### src/pmu_pkg.sv
package pmu_pkg;

  localparam int MAX_DEGREE_DEF = 31;

  localparam int COEF_W  = 16;
  localparam int PROD_W  = 2 * COEF_W;
  localparam int ACC_W   = 40;
  localparam int POWER_W = 6;
  localparam int M_DATA_W = 48;

  typedef enum logic [1:0] {
    ST_LOAD_A,
    ST_LOAD_B,
    ST_ISSUE,
    ST_WAIT
  } pmu_state_t;

endpackage

### src/polynomial_multiply_unit.sv
// Loading: one coefficient is taken per cycle while the block loads A and then B.
// Product: coefficient k needs one multiply-accumulate per index pair in its diagonal,
// issued one per cycle to the shared multiplier; the memory read, multiply and
// accumulate stages then drain, and the output register must be free, before the
// next power starts.
// Reset (synchronous, rst high) clears the sequencer, counts, flags and output valid.
module polynomial_multiply_unit
  import pmu_pkg::*;
#(
  parameter int MAX_DEGREE = MAX_DEGREE_DEF
) (
  input  logic                clk,
  input  logic                rst,
  input  logic                s_tvalid,
  output logic                s_tready,
  input  logic [COEF_W-1:0]   s_tdata,   // coefficient [15:0]
  input  logic                s_tlast,   // final_coef
  output logic                m_tvalid,
  input  logic                m_tready,
  output logic [M_DATA_W-1:0] m_tdata,   // product_coef [39:0], power [45:40], zero [47:46]
  output logic                m_tlast,   // final_result
  output logic                m_tuser    // too_long
);

  localparam int SLOTS = MAX_DEGREE + 1;
  localparam int CIDX  = (SLOTS > 1) ? $clog2(SLOTS) : 1;
  localparam int CNT_W = $clog2(SLOTS + 1);
  localparam int KW    = $clog2(2 * MAX_DEGREE + 1);
  localparam int CMP_W = ((KW > CNT_W) ? KW : CNT_W) + 1;

  pmu_state_t state, state_next;

  logic signed [COEF_W-1:0] first_mem  [SLOTS];
  logic signed [COEF_W-1:0] second_mem [SLOTS];

  logic [CNT_W-1:0] first_count, second_count;
  logic             overflow_seen;
  logic [KW-1:0]    k;
  logic [CIDX-1:0]  i, j;
  logic             term_first;

  logic accept, issue, term_last, load_out, final_k, room;

  // Pipeline: read data, product, accumulator.
  logic signed [COEF_W-1:0] a_rd, b_rd;
  logic                     v1, first1, last1;
  logic signed [PROD_W-1:0] prod;
  logic                     v2, first2, last2;
  logic signed [ACC_W-1:0]  acc;
  logic                     done;

  logic [CMP_W-1:0] kn_w, nb_w, na_w, fk_w;
  logic [KW-1:0]    kn;

  assign accept    = s_tvalid && s_tready;
  assign term_last = ({{(CMP_W-CIDX){1'b0}}, i} == na_w - CMP_W'(1)) || (j == '0);
  assign room      = !m_tvalid || m_tready;

  assign na_w = CMP_W'(first_count);
  assign nb_w = CMP_W'(second_count);
  assign fk_w = na_w + nb_w - CMP_W'(2);
  assign final_k = (CMP_W'(k) == fk_w);
  assign kn   = k + KW'(1);
  assign kn_w = CMP_W'(kn);

  always_comb begin
    state_next = state;
    unique case (state)
      ST_LOAD_A: if (accept && s_tlast) state_next = ST_LOAD_B;
      ST_LOAD_B: if (accept && s_tlast) state_next = ST_ISSUE;
      ST_ISSUE:  if (term_last) state_next = ST_WAIT;
      ST_WAIT: begin
        if (done && room) state_next = final_k ? ST_LOAD_A : ST_ISSUE;
      end
      default: state_next = ST_LOAD_A;
    endcase
  end

  always_comb begin
    s_tready = (state == ST_LOAD_A) || (state == ST_LOAD_B);
    issue    = (state == ST_ISSUE);
    load_out = (state == ST_WAIT) && done && room;
  end

  always_ff @(posedge clk) begin
    if (rst) begin
      state <= ST_LOAD_A;
    end else begin
      state <= state_next;
    end
  end

  // Coefficient stores.
  always_ff @(posedge clk) begin
    if (accept && (first_count < CNT_W'(SLOTS)) && (state == ST_LOAD_A)) begin
      first_mem[first_count[CIDX-1:0]] <= s_tdata;
    end
    if (accept && (second_count < CNT_W'(SLOTS)) && (state == ST_LOAD_B)) begin
      second_mem[second_count[CIDX-1:0]] <= s_tdata;
    end
    a_rd <= first_mem[i];
    b_rd <= second_mem[j];
  end

  // Counts, flag and the index sequencer.
  always_ff @(posedge clk) begin
    if (rst) begin
      first_count   <= '0;
      second_count  <= '0;
      overflow_seen <= 1'b0;
      k             <= '0;
      i             <= '0;
      j             <= '0;
      term_first    <= 1'b0;
    end else begin
      if (accept) begin
        if (state == ST_LOAD_A) begin
          if (first_count < CNT_W'(SLOTS)) first_count <= first_count + CNT_W'(1);
          else overflow_seen <= 1'b1;
        end else begin
          if (second_count < CNT_W'(SLOTS)) second_count <= second_count + CNT_W'(1);
          else overflow_seen <= 1'b1;
        end
        if (state == ST_LOAD_B && s_tlast) begin
          k          <= '0;
          i          <= '0;
          j          <= '0;
          term_first <= 1'b1;
        end
      end
      if (issue) begin
        term_first <= 1'b0;
        if (!term_last) begin
          i <= i + CIDX'(1);
          j <= j - CIDX'(1);
        end
      end
      if (load_out) begin
        if (final_k) begin
          first_count   <= '0;
          second_count  <= '0;
          overflow_seen <= 1'b0;
        end else begin
          // Next diagonal starts where the index into B is as high as it may be.
          k          <= kn;
          term_first <= 1'b1;
          if (kn_w < nb_w) begin
            i <= '0;
            j <= kn[CIDX-1:0];
          end else begin
            i <= CIDX'(kn_w - nb_w + CMP_W'(1));
            j <= CIDX'(nb_w - CMP_W'(1));
          end
        end
      end
    end
  end

  // Multiply and accumulate pipeline.
  always_ff @(posedge clk) begin
    if (rst) begin
      v1   <= 1'b0;
      v2   <= 1'b0;
      done <= 1'b0;
    end else begin
      v1 <= issue;
      v2 <= v1;
      if (v2 && last2) done <= 1'b1;
      else if (load_out) done <= 1'b0;
    end
    first1 <= term_first;
    last1  <= term_last;
    prod   <= a_rd * b_rd;
    first2 <= first1;
    last2  <= last1;
    if (v2) begin
      acc <= first2 ? ACC_W'(prod) : acc + ACC_W'(prod);
    end
  end

  // Output register.
  always_ff @(posedge clk) begin
    if (rst) begin
      m_tvalid <= 1'b0;
    end else if (load_out) begin
      m_tvalid <= 1'b1;
    end else if (m_tready) begin
      m_tvalid <= 1'b0;
    end
    if (load_out) begin
      m_tdata <= {{(M_DATA_W-ACC_W-POWER_W){1'b0}}, POWER_W'(k), acc};
      m_tlast <= final_k;
      m_tuser <= overflow_seen;
    end
  end

  a_out_valid : assert property (@(posedge clk) disable iff (rst)
    load_out |=> m_tvalid)
    else $error("result not presented after output load");

  a_no_overwrite : assert property (@(posedge clk) disable iff (rst)
    (v2 && last2) |-> !done)
    else $error("finished sum overwritten before transfer");

  a_idle_load : assert property (@(posedge clk) disable iff (rst)
    s_tready |-> (!done && !v1 && !v2))
    else $error("loading while multiply pipeline busy");

  a_end_product : assert property (@(posedge clk) disable iff (rst)
    (load_out && final_k) |=> (state == ST_LOAD_A && first_count == '0))
    else $error("product end did not return to loading");

endmodule

### config.mk
export PLATFORM = sky130hd
export DESIGN_NAME = polynomial_multiply_unit
export DESIGN_NICKNAME = d
export VERILOG_FILES = /design/src/pmu_pkg.sv /design/src/polynomial_multiply_unit.sv
export SDC_FILE = /design/constraint.sdc
export NUM_CORES = 2
export LEC_CHECK = 0
export CORE_MARGIN = 10
export CORE_UTILIZATION = 40
export CTS_CLUSTER_DIAMETER = 120
export DETAILED_ROUTE_END_ITERATION = 16
export DONT_BUFFER_PORTS = 1
export HOLD_SLACK_MARGIN = 0.12
export PLACE_DENSITY = 0.51
export SKIP_LAST_GASP = 1
export SYNTH_ARGS = -nofsm -noshare
export SYNTH_HDL_FRONTEND = slang
export SYNTH_SLANG_ARGS = --single-unit
### constraint.sdc
create_clock -name clk -period 7.1 [get_ports clk]
set_input_delay 1.42 -clock clk [delete_from_list [all_inputs] [get_ports clk]]
set_output_delay 1.42 -clock clk [all_outputs]
set_load 0.02 [all_outputs]
== Word-level counts from Yosys, hierarchy flattened ==
Memories as Yosys holds them, arrays and structs flattened. A register that Yosys moved wholly into a read port is not among the register bits.
Index checks and enable logic that the tools add are counted.

* Add/sub/neg operators: 12
* Multiply operators: 1
* Order comparisons: 3
* Equal/unequal tests: 9
* Muxes and demuxes: 54
* Reduce and logical (&&, ||, !) cells: 20

{| class="wikitable"
|+ Operators with widths
! kind !! number
|-
| $mux 6 || 14
|-
| $mux 5 || 14
|-
| $add 40x32->40 || 1
|-
| $mux 40 || 1
|-
| $mul 16x16->32 || 1
|-
| $mux 1 || 19
|-
| $add 6x1->6 const B || 3
|-
| $lt 6x6->1 const B || 2
|-
| $logic_and 1x1->1 || 11
|-
| $add 5x1->5 const B || 2
|-
| $mux 2 || 5
|-
| $sub 5x1->5 const B || 2
|-
| $pmux 2 s4 || 1
|-
| $add 6x6->7 || 1
|-
| $eq 5x7->1 || 1
|-
| $eq 6x7->1 || 1
|-
| $sub 6x1->7 const B || 1
|-
| $sub 7x2->7 const B || 1
|-
| $lt 6x6->1 || 1
|-
| $ne 2x2->1 const B || 3
|-
| $logic_not 5->1 || 1
|-
| $sub 5x5->5 || 1
|-
| $eq 2x2->1 const B || 2
|-
| $reduce_and 4->1 || 1
|-
| 6 further kinds || 9
|}

* Register bits after elaboration: 160
* RAM bits: 1,024
* Bits of input ports: 21
* Output and inout port bits: 52
* Logic and storage cells: 122
* Memories kept: 2

{| class="wikitable"
|+ Memories
! memory !! depth !! bits a word !! read ports !! clocked after Yosys merged registers in !! wr ports !! line !! text
|-
| first_mem || 32 || 16 || 1 || 1 || 1 || polynomial_multiply_unit.sv:33 || <nowiki>logic signed [COEF_W-1:0] first_mem [SLOTS];</nowiki>
|-
| second_mem || 32 || 16 || 1 || 1 || 1 || polynomial_multiply_unit.sv:34 || <nowiki>logic signed [COEF_W-1:0] second_mem [SLOTS];</nowiki>
|}

== Logic depth before layout (Yosys ltp) ==
* Word-level depth: 8
* Depth in mapped cells: 25
* Depth with buffers taken out: 24

== Worst setup path after synthesis ==
No wires, ideal clock.

* Path type: register -> register
* Start point: register a_rd[10], read port of first_mem
* End point: register prod[30]
* Setup time: 0.072 ns
* Data arrival time: 5.925 ns
* Data required time: 7.028 ns
* Setup slack: 1.103 ns
* Stages on the path, launching flop included: 23
* Buffers on the path: 1
* Clock period less this slack: 5.997 ns
* Path through: dfxtp_1 -> clkbuf_1 -> nand2_1 -> fa_1 -> fa_1 -> inv_1 -> fa_1 -> inv_1 -> fa_1 -> fa_1 -> fa_1 -> inv_1 -> ha_1 -> a21o_1 -> a21oi_1 -> nor2b_1 -> a311oi_4 -> o21ai_1 -> a2111o_1 -> a31oi_2 -> o21bai_1 -> a21oi_1 -> xnor2_1

* Cells in the longest elaborated chain, start to end: 1

{| class="wikitable"
|+ Ends and longest elaborated chain
! item !! line !! text
|-
| from (decl) || polynomial_multiply_unit.sv:45 || <nowiki>logic signed [COEF_W-1:0] a_rd, b_rd;</nowiki>
|-
| $mul 16x16->32 || polynomial_multiply_unit.sv:173 || <nowiki>prod <= a_rd * b_rd;</nowiki>
|-
| to (signal assigned) || polynomial_multiply_unit.sv:173 ||
|-
| to (decl) || polynomial_multiply_unit.sv:47 || <nowiki>logic signed [PROD_W-1:0] prod;</nowiki>
|}

No other way between the ends.
A chain may end at the register's enable or synchronous reset.

== Final worst setup path ==
* Start point: register b_rd[1], read port of second_mem
* End point: register prod[31]

* Cells in the longest elaborated chain, start to end: 1

{| class="wikitable"
|+ Ends and longest elaborated chain
! item !! line
|-
| from (decl) || polynomial_multiply_unit.sv:45
|-
| $mul 16x16->32 || polynomial_multiply_unit.sv:173
|}

No other way between the ends.

==> out/qor.txt <==
CP Launch Type -> flip-flop
Fmax -> 152 MHz
Core area -> 144000 µm²
Final setup fails -> 0
Synth Cell Area -> 58000 µm²
Critical-path top delay cell -> fa_1
Fin cells -> 5814
Post-synth EDFFs -> 1112
Critical R2R Capture -> prod[31]$_DFF_P_
CP arrival -> 7.21 ns
Cell variety after synth -> 76
Synth Register Bits -> 1216
Critical path depth -> 19
GPL Wtd Cong -> 0.828
Average footprint of a synthesized cell -> 15.7 µm²
Fraction of final layout cells sized beyond drive strength 1 -> 0.149
CTS Sinks -> 1216
Hold Fails Final Rpt -> 0
Delay-heaviest family, CP -> adder cells
Via density per instance -> 5.27
Total power -> 0.0241 W
CP Max Fanout -> 16
Die Width -> 401 µm
Setup TNS -> 0 ns
Largest net degree at the start of global routing -> 128
I/O Buffers -> 0
# H-tree levels -> 4
Peak VDD IR -> 388 µV
Post-route clock period utilization -> 0.927
Starting Density -> 0.403
WP data required -> 7.73 ns
Cells after Synth -> 3706
Detailed-router iteration count before antenna repair -> 5
Die Ht -> 401 µm
Lkg Pwr -> 22.3 nW
Power Dens Cells -> 371 nW/µm²
Synthesis Warnings -> 0
R2r worst-path depth -> 19
Max Transition Viols Final -> 0
Cell Chain, Critical Path -> nand2_1, inv_1, fa_1, fa_1, fa_1, fa_1, fa_1, inv_1, fa_1, inv_1, ha_1, a21o_1, a21o_1, a21oi_1, o21ai_0, o41ai_2, o2111ai_1, a21oi_1, xnor2_1
Post CTS Setup Buffer Count -> 0
Area Growth Syn to Fin -> 12.1%
Critical path endpoint -> prod[31]$_DFF_P_
Run status -> finished, final reports clean
GRT Resource Usage Total -> 0.172
Biggest cell delay along the critical path -> 0.89 ns
R2R Setup Slk -> 0.52 ns
Critical Path Sink Type -> flip-flop
HPWL Detailed -> 88.1 mm
Most common library cells after synthesis -> edfxtp_1 (1112), inv_1 (350), fa_1 (266)
Leading register cell type out of synthesis -> edfxtp_1
Leading post-synthesis cells by cell area -> edfxtp_1 (58%), fa_1 (9.2%), mux4_2 (8.7%)
Resized cells post-CTS -> 0
Final Skew -> 0.0282 ns
Placed cells -> 5561
Worst r2r src -> b_rd[1]$_DFF_P_
Min-delay worst type -> reg -> reg
CTS tree -> yes
Worst setup path category -> reg -> reg
Drt total wl -> 139 mm
Number of hold buffers added after CTS -> 0
GRT overflow -> 0
Die area -> 161000 µm²
Drt wl/cell -> 24.0 µm
Vias in the first global route -> 32200
Initial antenna violation count -> 9
Slew HR -> 0.235
Clock Latency Late Sink -> 0.77 ns
Largest area contributor in the netlist -> edfxtp_1
Crit path top cell by count -> fa_1
IO Pins -> 73
Count leader, synth -> edfxtp_1
Slew @ Worst Pin -> 1.15 ns
Drt drc -> 0
Clk root buf -> clkbuf_16
CTS Buf Count -> 138
First-pass GRT wire length -> 210 mm
DR vias -> 30600
Setup crit start -> b_rd[1]$_DFF_P_
Post-route ant nets -> 0
Core Rows -> 139
Yosys top cell area share -> 0.575
Clock Tree Buf Depth -> 3
Max_cap viols -> 0
RSZ-0062 raised after global routing -> no
Final min period -> 6.58 ns
Worst-path clk slew -> 0.06 ns
Critical path buffer and inverter count -> 3
Asr flop ratio synth -> 0
Initial DRC Count -> 2054
Layout Nets -> 4240
Sequential share of the synthesized area -> 0.611
==> layout by cell type (no fill, tap or decap), drive strengths merged, types with 4 or more instances in the layout <==
master	Yosys	routed
a21o	29	29
o21a	8	8
a21oi	114	114
o221ai	33	33
clkinvlp	0	6
o31ai	21	21
nand2	209	209
clkbuf	99	176
o22ai	32	32
nor4	4	4
fa	266	266
mux4	224	224
dfxtp	104	104
a31oi	12	12
nor2b	8	8
and2	125	125
o21bai	16	16
buf	56	106
o211ai	7	7
nor3	16	16
nand4	12	12
clkinv	0	59
xnor2	77	77
ha	155	155
nand3	38	38
a211oi	7	7
inv	351	354
bufinv	0	7
and3	6	6
mux2i	138	138
nand2b	11	11
nor3b	8	8
o21ai	99	99
or3	18	18
edfxtp	1112	1112
mux2	18	18
xor2	30	30
nor2	205	205
==> flip-flops by register name (all words and copies together) (netlist names), 6 cells and up <==
| register | flops |
|---|---|
| a_rd | 16 |
| acc | 40 |
| b_rd | 16 |
| first_count | 6 |
| first_mem | 512 |
| k | 6 |
| m_tdata | 46 |
| prod | 32 |
| second_count | 6 |
| second_mem | 512 |
==> metal layers <==
metal | GRT usage | part of all wire
met2 | 0.279 | 0.47
met1 | 0.243 | 0.46
met4 | 0.0429 | 0.019
met3 | 0.0270 | 0.045
met5 | 0 | 0
==> where the power goes <==
group,switching [W],internal (W),total (W)
clock,0.00290,0.00391,0.00680
combinational,0.00496,0.00404,0.00899
sequential,0.000139,0.00816,0.00830
total,0.00800,0.0161,0.0241
==> worst min path at each step <==
stage / from / endpoint / cells past startpoint / slack, ns
global route: last1$_DFF_P_ / last2$_DFF_P_ / 0 / 0.35
floorplan: first1$_DFF_P_ / first2$_DFF_P_ / 0 / 0.31
CTS: last1$_DFF_P_ / last2$_DFF_P_ / 0 / 0.33
global placement: last1$_DFF_P_ / last2$_DFF_P_ / 0 / 0.31
finish: last1$_DFF_P_ / last2$_DFF_P_ / 0 / 0.33
detailed placement: last1$_DFF_P_ / last2$_DFF_P_ / 0 / 0.32
==> cells by family (layout without fill, tap and decap cells) <==
| kind of cell | after synthesis | in the layout | synth area share |
|---|---|---|---|
| flops | 1216 | 1216 | 0.611 |
| simple gates | 668 | 668 | 0.0536 |
| buf+inv | 506 | 708 | 0.0335 |
| fa+ha+maj | 421 | 421 | 0.125 |
| compound gates | 407 | 407 | 0.0460 |
| mux | 380 | 380 | 0.114 |
| xor+xnor | 107 | 107 | 0.0161 |
| other cells | 1 | 4 | 0.0000646 |
==> metrics by stage <==
| step | hold slack (ns) | cell area [µm²] | setup slack (ns) | util |
|---|---|---|---|---|
| after global placement | 0.314 | 60700 | 0.552 | 0.422 |
| after detailed placement | 0.316 | 60700 | 0.498 | 0.422 |
| after floorplan | 0.310 | 58000 | 1.10 | - |
| after global routing | 0.351 | 65000 | 0.174 | 0.452 |
| after CTS | 0.326 | 65000 | 0.465 | 0.452 |
| final | 0.328 | 65000 | 0.519 | 0.452 |
==> area by class of cell <==
class / instances / area [µm²]
fillers: 12600 / 78800
clock inverters: 75 / 694
inverters: 351 / 1320
clock buffers: 176 / 3640
multi-input cells: 1985 / 20700
flip-flops and latches: 1216 / 35500
well taps: 1903 / 2380
diodes: 2 / 5.00
repair buffers: 106 / 833
No activity file was read; power rests on OpenSTA's default activity.
